File: config.mk
export PLATFORM = sky130hd
export DESIGN_NAME = min_priority_queue_linear_scan_unit
export DESIGN_NICKNAME = d
export VERILOG_FILES = /design/src/hdl/mpq_pkg.sv /design/src/hdl/mpq_scan.sv /design/src/hdl/min_priority_queue_linear_scan_unit.sv
export VERILOG_INCLUDE_DIRS = /design/src /design/src/hdl
export SDC_FILE = /design/constraint.sdc
export NUM_CORES = 2
export LEC_CHECK = 0
export BUFFER_PORTS_ARGS = -buffer_cell sky130_fd_sc_hd__buf_2
export CORE_UTILIZATION = 26
export CTS_CLUSTER_DIAMETER = 200
export DETAILED_ROUTE_END_ITERATION = 7
export GPL_ROUTABILITY_DRIVEN = 0
export HOLD_SLACK_MARGIN = 0.06
export PLACE_DENSITY = 0.37
export SLEW_MARGIN = 20
export SYNTH_ARGS = -nofsm -noshare
export SYNTH_HDL_FRONTEND = slang
export SYNTH_SLANG_ARGS = --single-unit
File: constraint.sdc
create_clock -name clk -period 12.4 [get_ports clk]
set_clock_uncertainty 0.05 [all_clocks]
set_input_delay 1.86 -clock clk [delete_from_list [all_inputs] [get_ports clk]]
set_output_delay 1.86 -clock clk [all_outputs]
set_load 0.1 [all_outputs]
File: src/hdl/assert_macros.svh
// Assertion helpers for the priority queue block.
// Each macro expects clk and rst in scope at the point of use.
`ifndef ASSERT_MACROS_SVH
`define ASSERT_MACROS_SVH

// Same-cycle implication, checked out of reset.
`define MPQ_ASSERT_IMP(lbl, ante, cons, msg) \
  lbl: assert property (@(posedge clk) disable iff (rst) (ante) |-> (cons)) else $error(msg);

// Next-cycle implication, checked out of reset.
`define MPQ_ASSERT_NXT(lbl, ante, cons, msg) \
  lbl: assert property (@(posedge clk) disable iff (rst) (ante) |=> (cons)) else $error(msg);

`endif

File: src/hdl/mpq_pkg.sv
`timescale 1ns / 1ps

package mpq_pkg;

  // Field widths fixed by the transaction format
  localparam int PRI_W   = 32;
  localparam int ITEM_W  = 16;
  localparam int STAT_W  = 2;

  // Defaults for the top-level parameters
  localparam int DEPTH_DEF     = 64;
  localparam int ITEM_BITS_DEF = 16;

  // Action codes
  localparam logic ACT_ENQ = 1'b0;
  localparam logic ACT_DEQ = 1'b1;

  // Status codes
  localparam logic [STAT_W-1:0] STATUS_OK    = 2'd0;
  localparam logic [STAT_W-1:0] STATUS_FULL  = 2'd1;
  localparam logic [STAT_W-1:0] STATUS_EMPTY = 2'd2;

  // Sequencer controls for the minimum tracker
  typedef struct packed {
    logic load;   // first entry of a scan: take it unconditionally
    logic step;   // later entry: take it only if strictly smaller
  } scan_ctl_t;

endpackage

File: src/hdl/mpq_scan.sv
`timescale 1ns / 1ps

// Running-minimum tracker: one signed comparator shared by every step of a scan.
module mpq_scan #(
  parameter int DEPTH     = mpq_pkg::DEPTH_DEF,
  parameter int ITEM_BITS = mpq_pkg::ITEM_BITS_DEF
) (
  input  logic                             clk,
  input  mpq_pkg::scan_ctl_t               ctl,
  input  logic signed [mpq_pkg::PRI_W-1:0] cand_pri,
  input  logic [ITEM_BITS-1:0]             cand_item,
  input  logic [$clog2(DEPTH)-1:0]         cand_idx,
  output logic signed [mpq_pkg::PRI_W-1:0] best_pri,
  output logic [ITEM_BITS-1:0]             best_item,
  output logic [$clog2(DEPTH)-1:0]         best_idx
);

  logic take;

  // Strict less-than keeps the lowest index among equal priorities
  assign take = ctl.load || (ctl.step && (cand_pri < best_pri));

  always_ff @(posedge clk) begin
    if (take) begin
      best_pri  <= cand_pri;
      best_item <= cand_item;
      best_idx  <= cand_idx;
    end
  end

endmodule

File: src/hdl/min_priority_queue_linear_scan_unit.sv
`timescale 1ns / 1ps

// Bounded min-priority queue held as an unsorted array of DEPTH slots in one
// memory. Pulse start while busy is low to issue a transaction: action 0
// appends (priority_req, item), action 1 removes the entry with the smallest
// signed Q16.16 priority (lowest slot wins a tie) and moves the last entry
// into its slot. Each transaction yields exactly one result, shown for a
// single cycle while done is high; the receiver cannot stall it, so it must
// sample on that edge. Enqueue, refused enqueue and refused dequeue go
// straight from idle to done. A dequeue over n held entries scans them
// through the single memory read port, which feeds one stored priority
// per cycle into the shared comparator; the read is registered, and the
// result and the move of the last entry follow in the done state.
// No clearing pass is needed after reset.
`include "assert_macros.svh"

module min_priority_queue_linear_scan_unit #(
  parameter int DEPTH     = mpq_pkg::DEPTH_DEF,
  parameter int ITEM_BITS = mpq_pkg::ITEM_BITS_DEF
) (
  input  logic                               clk,
  input  logic                               rst,
  input  logic                               start,
  input  logic                               action,
  input  logic signed [mpq_pkg::PRI_W-1:0]   priority_req,
  input  logic [mpq_pkg::ITEM_W-1:0]         item,
  output logic                               busy,
  output logic                               done,
  output logic [mpq_pkg::STAT_W-1:0]         status,
  output logic [mpq_pkg::ITEM_W-1:0]         out_item,
  output logic signed [mpq_pkg::PRI_W-1:0]   out_priority,
  output logic [$clog2(DEPTH+1)-1:0]         count
);

  localparam int IDX_W  = $clog2(DEPTH);
  localparam int CNT_W  = $clog2(DEPTH + 1);
  localparam int WORD_W = mpq_pkg::PRI_W + ITEM_BITS;
  localparam int XW     = (ITEM_BITS > mpq_pkg::ITEM_W) ? ITEM_BITS : mpq_pkg::ITEM_W;

  localparam logic [1:0] S_IDLE = 2'd0;
  localparam logic [1:0] S_SCAN = 2'd1;
  localparam logic [1:0] S_DONE = 2'd2;

  logic [1:0]                       state;
  logic [CNT_W-1:0]                 fill;
  logic [IDX_W-1:0]                 rd_idx;
  logic                             rd_active;
  logic                             data_vld;
  logic [IDX_W-1:0]                 data_idx;
  logic                             deq_ok;
  logic [mpq_pkg::STAT_W-1:0]       res_status;
  logic [WORD_W-1:0]                last_word;
  logic [WORD_W-1:0]                rd_word;
  logic [WORD_W-1:0]                mem [DEPTH];

  logic [CNT_W-1:0]                 fill_m1;
  logic [IDX_W-1:0]                 last_idx;
  logic                             accept;
  logic                             is_full;
  logic                             enq_ok;
  logic                             empty_ref;
  logic                             mem_we;
  logic [IDX_W-1:0]                 mem_waddr;
  logic [WORD_W-1:0]                mem_wdata;
  logic [XW-1:0]                    item_x;
  logic [ITEM_BITS-1:0]             item_st;
  logic [XW-1:0]                    best_x;
  mpq_pkg::scan_ctl_t               scan_ctl;
  logic signed [mpq_pkg::PRI_W-1:0] best_pri;
  logic [ITEM_BITS-1:0]             best_item;
  logic [IDX_W-1:0]                 best_idx;

  assign fill_m1  = fill - 1'b1;
  assign last_idx = fill_m1[IDX_W-1:0];
  assign accept   = start && (state == S_IDLE);
  assign is_full  = (fill == CNT_W'(DEPTH));
  assign enq_ok   = accept && (action == mpq_pkg::ACT_ENQ) && !is_full;

  // Item kept to ITEM_BITS in storage
  assign item_x  = XW'(item);
  assign item_st = item_x[ITEM_BITS-1:0];

  // Write port: append on enqueue, refill the freed slot at the end of a dequeue
  always_comb begin
    mem_we    = 1'b0;
    mem_waddr = fill[IDX_W-1:0];
    mem_wdata = {priority_req, item_st};
    if (enq_ok) begin
      mem_we = 1'b1;
    end else if ((state == S_DONE) && deq_ok) begin
      mem_we    = 1'b1;
      mem_waddr = best_idx;
      mem_wdata = last_word;
    end
  end

  // Slot memory, registered read
  always_ff @(posedge clk) begin
    if (mem_we) begin
      mem[mem_waddr] <= mem_wdata;
    end
    rd_word <= mem[rd_idx];
  end

  // Tracker controls for the entry arriving from memory
  always_comb begin
    scan_ctl.load = data_vld && (data_idx == '0);
    scan_ctl.step = data_vld && (data_idx != '0);
  end

  mpq_scan #(
    .DEPTH     (DEPTH),
    .ITEM_BITS (ITEM_BITS)
  ) u_scan (
    .clk       (clk),
    .ctl       (scan_ctl),
    .cand_pri  (rd_word[WORD_W-1 -: mpq_pkg::PRI_W]),
    .cand_item (rd_word[ITEM_BITS-1:0]),
    .cand_idx  (data_idx),
    .best_pri  (best_pri),
    .best_item (best_item),
    .best_idx  (best_idx)
  );

  // Sequencer
  always_ff @(posedge clk) begin
    if (rst) begin
      state     <= S_IDLE;
      fill      <= '0;
      rd_idx    <= '0;
      rd_active <= 1'b0;
      data_vld  <= 1'b0;
      deq_ok    <= 1'b0;
    end else begin
      data_vld <= (state == S_SCAN) && rd_active;
      data_idx <= rd_idx;
      unique case (state)
        S_IDLE: begin
          if (start) begin
            if (action == mpq_pkg::ACT_ENQ) begin
              deq_ok <= 1'b0;
              state  <= S_DONE;
              if (is_full) begin
                res_status <= mpq_pkg::STATUS_FULL;
              end else begin
                res_status <= mpq_pkg::STATUS_OK;
                fill       <= fill + 1'b1;
              end
            end else if (fill == '0) begin
              deq_ok     <= 1'b0;
              state      <= S_DONE;
              res_status <= mpq_pkg::STATUS_EMPTY;
            end else begin
              res_status <= mpq_pkg::STATUS_OK;
              deq_ok     <= 1'b1;
              rd_idx     <= '0;
              rd_active  <= 1'b1;
              state      <= S_SCAN;
            end
          end
        end
        S_SCAN: begin
          // Issue one read per cycle up to the last held slot
          if (rd_active) begin
            if (rd_idx == last_idx) begin
              rd_active <= 1'b0;
            end else begin
              rd_idx <= rd_idx + 1'b1;
            end
          end
          // Last entry seen: keep it for the move into the freed slot
          if (data_vld && (data_idx == last_idx)) begin
            last_word <= rd_word;
            state     <= S_DONE;
          end
        end
        S_DONE: begin
          if (deq_ok) begin
            fill <= fill_m1;
          end
          state <= S_IDLE;
        end
        default: begin
          state <= S_IDLE;
        end
      endcase
    end
  end

  // Result ports, valid while done is high
  assign best_x       = XW'(best_item);
  assign busy         = (state != S_IDLE);
  assign done         = (state == S_DONE);
  assign status       = res_status;
  assign out_item     = deq_ok ? best_x[mpq_pkg::ITEM_W-1:0] : '0;
  assign out_priority = deq_ok ? best_pri : '0;
  assign count        = deq_ok ? fill_m1 : fill;
  assign empty_ref    = done && (status == mpq_pkg::STATUS_EMPTY);

  // Checks
  `MPQ_ASSERT_IMP(a_fill_bound, 1'b1, fill <= CNT_W'(DEPTH), "fill count above DEPTH")
  `MPQ_ASSERT_NXT(a_enq_grow, enq_ok, fill == CNT_W'($past(fill) + 1'b1), "fill did not grow")
  `MPQ_ASSERT_IMP(a_data_in_scan, data_vld, state == S_SCAN, "read data outside scan")
  `MPQ_ASSERT_IMP(a_empty_count, empty_ref, count == '0, "empty refusal with entries held")

endmodule

==> results.md <==
Run status:
- The flow ran to the end, and the final reports show no timing, DRC or antenna violations.

Placement:
- The count of buffers from port buffering is 110.
- After legalization and detailed placement, the total HPWL measured 239 mm.
- OpenSTA, run right after detailed placement, puts the worst setup slack at 6240 ps.

STA:
- The count of endpoints failing setup in the final report is 0.
- The final worst slack is 6630 ps.
- The clock period minus worst slack is 5770 ps.
- Summed over all failing endpoints, the final setup total negative slack is 0 ps.
- Dividing the final minimum period by the clock period gives 46.5%.
- At the pin with the least slew margin, the transition time is 1230 ps.
- The final hold violation count is 0.
- Measured against its own limit, the worst slew margin works out to 17.8%.
- The number of pins exceeding their max-slew limit in the final report is 0.
- The highest clock rate is 0.173 GHz.
- Setup repair after global routing left no endpoint under its margin.

Floorplanning:
- 111 I/O pins were placed.
- The die span in x is 693 µm.
- Row generation in the floorplan step produced 253 rows.
- The total area inside the core boundary comes to 475000 µm².
- The die area is 480000 µm².
- For this configuration, the core starts out at a cell density of 26.1%.
- The chip height is 693 µm.

Synthesis:
- The cell with the most instances after synthesis is sky130_fd_sc_hd__edfxtp_1.
- Synthesis inferred 3248 register bits.
- In the synthesized netlist the dominant register cell turns out to be sky130_fd_sc_hd__edfxtp_1.
- During synthesis, Yosys emitted a total of 0 warnings.
- Summing the sequential cell areas from Yosys gives 78.1% of the chip area.
- By area the synthesized netlist is led by sky130_fd_sc_hd__edfxtp_1 77%, sky130_fd_sc_hd__mux4_2 17%, sky130_fd_sc_hd__dfxtp_1 1.1%.
- The unique cell type count in the Yosys netlist is 58.
- Averaged over all synthesized cells, the footprint is 23.5 µm².
- The cell count after synthesis came out at 5269.
- The share of Yosys cell area claimed by the top area cell type is 77.1%.
- Counting flops with an async set or reset pin after synthesis yields a share of 0%.
- Counting instances in the post-synthesis netlist gives the leading cell types as 3182 x sky130_fd_sc_hd__edfxtp_1, 933 x sky130_fd_sc_hd__mux4_2, 217 x sky130_fd_sc_hd__nand2_1, 117 x sky130_fd_sc_hd__clkbuf_1, 117 x sky130_fd_sc_hd__nor2_1.
- The number of nets in the synthesized netlist is 5356.
- In this run, synthesis inferred 3182 flip-flops with an integrated enable.
- The cell area after technology mapping is 124000 µm².
- Of all cell types, the one taking the most synthesized area is sky130_fd_sc_hd__edfxtp_1.

Clock tree:
- The root buffer cell chosen for the clock tree is sky130_fd_sc_hd__clkbuf_16.
- The CTS tree is done.
- The post-CTS setup buffer count is 0.
- The count of cells resized by post-cts repair is 0.
- The clock sink count is 3248.
- At the later pin of the worst-skew pair, clock insertion delay measures 980 ps.
- In this run the number of H-tree levels came out at 5.
- TritonCTS created 370 clock buffers.
- No sink is reached through more buffers than the 4 on the longest clock path.
- After clock tree synthesis, the clock-pin slew on the worst setup and hold paths is 60 ps.
- The number of buffers added to fix hold violations after cts is 0.

Critical path:
- The number of cells on the critical path is 4.
- Data on the critical path arrives at its endpoint at 3860 ps.
- The startpoint identified for the worst register-to-register timing path is deq_ok$_SDFFE_PP0P_.
- The timing endpoint of the critical path is count[5].
- The delay contributed by the slowest stage of the critical path is 890 ps.
- Walking the worst path, the cells encountered are or3b_2, nor2_1, xor2_1, buf_2.
- Data on the critical path is required at its endpoint by 10490 ps.
- The critical path is of the flip-flop to output port type.
- For this design, the slowest cell found on the critical path is sky130_fd_sc_hd__dfxtp_4.
- The launching element type of the critical path is a flip-flop.
- The cell family with the largest share of critical-path delay is flip-flops.
- In this run the worst path has a maximum fanout of 56.
- The worst setup path is captured at an output port.
- Across all register-to-register paths, the minimum setup slack is 7630 ps.
- The most critical setup path has its startpoint at deq_ok$_SDFFE_PP0P_.
- The endpoint of the worst register-to-register path is mem[27][40]$_DFFE_PP_.
- The critical path buffer and inverter count is 1.
- Measured in cells, the most critical reg-to-reg path has a length of 5.

Route:
- The detail-routed via count per cell is 4.63.
- In this run the remaining antenna-violating nets after routing total 0.
- The via count is 56600.
- The wire length per cell is 31.9 µm.
- In the routed design, unresolved DRC markers number 0.
- The DRC marker count from the first detailed-route iteration is 5568.
- For this run, the detailed router's first-pass iteration total came to 7.
- For this block, the routed nets add up to 389 mm of wire.

Min path:
- The hold path depth is 0.
- The kind of path behind the tightest hold check is flip-flop to flip-flop.

GRT:
- The via count of the first global-routing pass was 58700.
- The maximum number of pins on one net before global-route repair is 96.
- The first global-routing pass estimated 528 mm of wire.
- The total grt overflow is 0.
- The initial antenna violation count is 60.
- The global-route usage over all layers is 16.0%.

Cells and area:
- The area of the multi-input gates is 26600 µm².
- For this run, the post-layout net count is 5736.
- The number of fill cells in the layout is 45700.
- From synthesis to final layout, the design area changed by 17.2%.
- The fraction of layout cells with a size suffix above 1 is 31.0%.
- The sequential cells in the finished layout cover a total of 96900 µm².

Power:
- The analysis attributes to cell leakage a power of 43.1 nW.
- The maximum vdd drop is 0.105 mV.
- The power per unit of standard cell area is 162 nW/µm².

Flow run:
- The number of max-cap violations is 0.
sequential cells by signal (all words and copies together), names as in the netlist:
name,cells
data_idx,6
data_vld,1
deq_ok,1
fill,7
last_word,48
mem,3072
rd_active,1
rd_idx,6
rd_word,48
state,2
status,2
u_scan.best_idx,6
u_scan.best_item,16
u_scan.best_pri,32
worst min path at each step:
stage,start,to
final,rd_word[4]$_DFF_P_,last_word[4]$_DFFE_PP_
after global routing,rd_word[4]$_DFF_P_,u_scan.best_item[4]$_DFFE_PP_
after CTS,rd_word[4]$_DFF_P_,u_scan.best_item[4]$_DFFE_PP_
after detailed placement,rd_word[4]$_DFF_P_,u_scan.best_item[4]$_DFFE_PP_
after global placement,rd_word[4]$_DFF_P_,u_scan.best_item[4]$_DFFE_PP_
after floorplan,rd_idx[2]$_SDFFE_PP0P_,data_idx[2]$_DFFE_PN_
through the flow:
stage | power [mW] | instances | hold slack (ps) | cell area [µm²] | util [%]
3_3_place_gp | 13.2 | 11500 | 361 | 133000 | 28.1
5_1_grt | 24.3 | 12200 | 395 | 145000 | 30.6
3_5_place_dp | 13.2 | 11500 | 366 | 133000 | 28.1
4_1_cts | 23.9 | 12200 | 385 | 145000 | 30.6
2_1_floorplan | 12.7 | 5269 | 353 | 124000 | -
6_report | 23.6 | 12200 | 385 | 145000 | 30.6
cells by family after synthesis:
kind of cell / count (synthesis) / share of synthesized area (%)
AOI/OAI and AO/OA: 201 / 1.11
xor gates and xnor gates: 27 / 0.224
adders and majority gates: 35 / 0.353
buffers and inverters: 314 / 1.16
DFF: 3248 / 78.1
muxes: 989 / 17.4
and+or+nand+nor: 455 / 1.62
worst register-to-register path, cell delays in order (launching register included):
cell and delay [ps]:
sky130_fd_sc_hd__dfxtp_4 890, sky130_fd_sc_hd__and3b_4 820, sky130_fd_sc_hd__mux2i_1 440, sky130_fd_sc_hd__nand2_2 590
sky130_fd_sc_hd__nor2_4 970, sky130_fd_sc_hd__buf_4 570
cell usage in the layout (no fill, tap or decap), drive strengths merged, types with 6 or more instances in the layout:
cell    synthesis  layout
buf           154     279
nand2         217     217
nand3          12      12
mux2i          56      56
edfxtp       3182    3182
o21ai          23      23
and2           51      51
dfxtp          66      66
inv            43      56
xnor2          14      14
diode           0      29
clkinv          0     157
clkbuf        117     474
nor3           16      16
a22oi          85      85
a31oi           6       6
bufinv          0      26
nand2b          8       8
a21oi          24      24
mux4          933     933
a211oi          6       6
xor2           10      10
o22ai          29      29
nor2          117     117
ha             35      35
area by class of cell:
cell class | instances | share of cell area, %
inverters | 43 | 0.111
repair buffers | 279 | 1.42
clock buffers | 474 | 6.78
clock inverters | 201 | 1.25
multi-input cells | 1707 | 18.3
flip-flops and latches | 3248 | 66.7
well taps | 6247 | 5.38
diodes | 29 | 0.0500
layer usage:
metal / track usage [%] / share of wire (%) / vias up
met4: 4.70 / 3.0 / 10
met5: 0 / 0.017 / -
met2: 25.5 / 47 / 1403
met1: 21.9 / 44 / 31400
met3: 3.28 / 5.6 / 487
li1: - / - / 23300
power breakdown:
group	total [mW]	internal (mW)	leakage, nW	switching [mW]
Clock	10.6	6.15	5.67	4.49
Sequential	12.2	12.1	29.2	0.0502
Combinational	0.735	0.144	8.26	0.591
No activity file was read; power rests on OpenSTA's default activity.
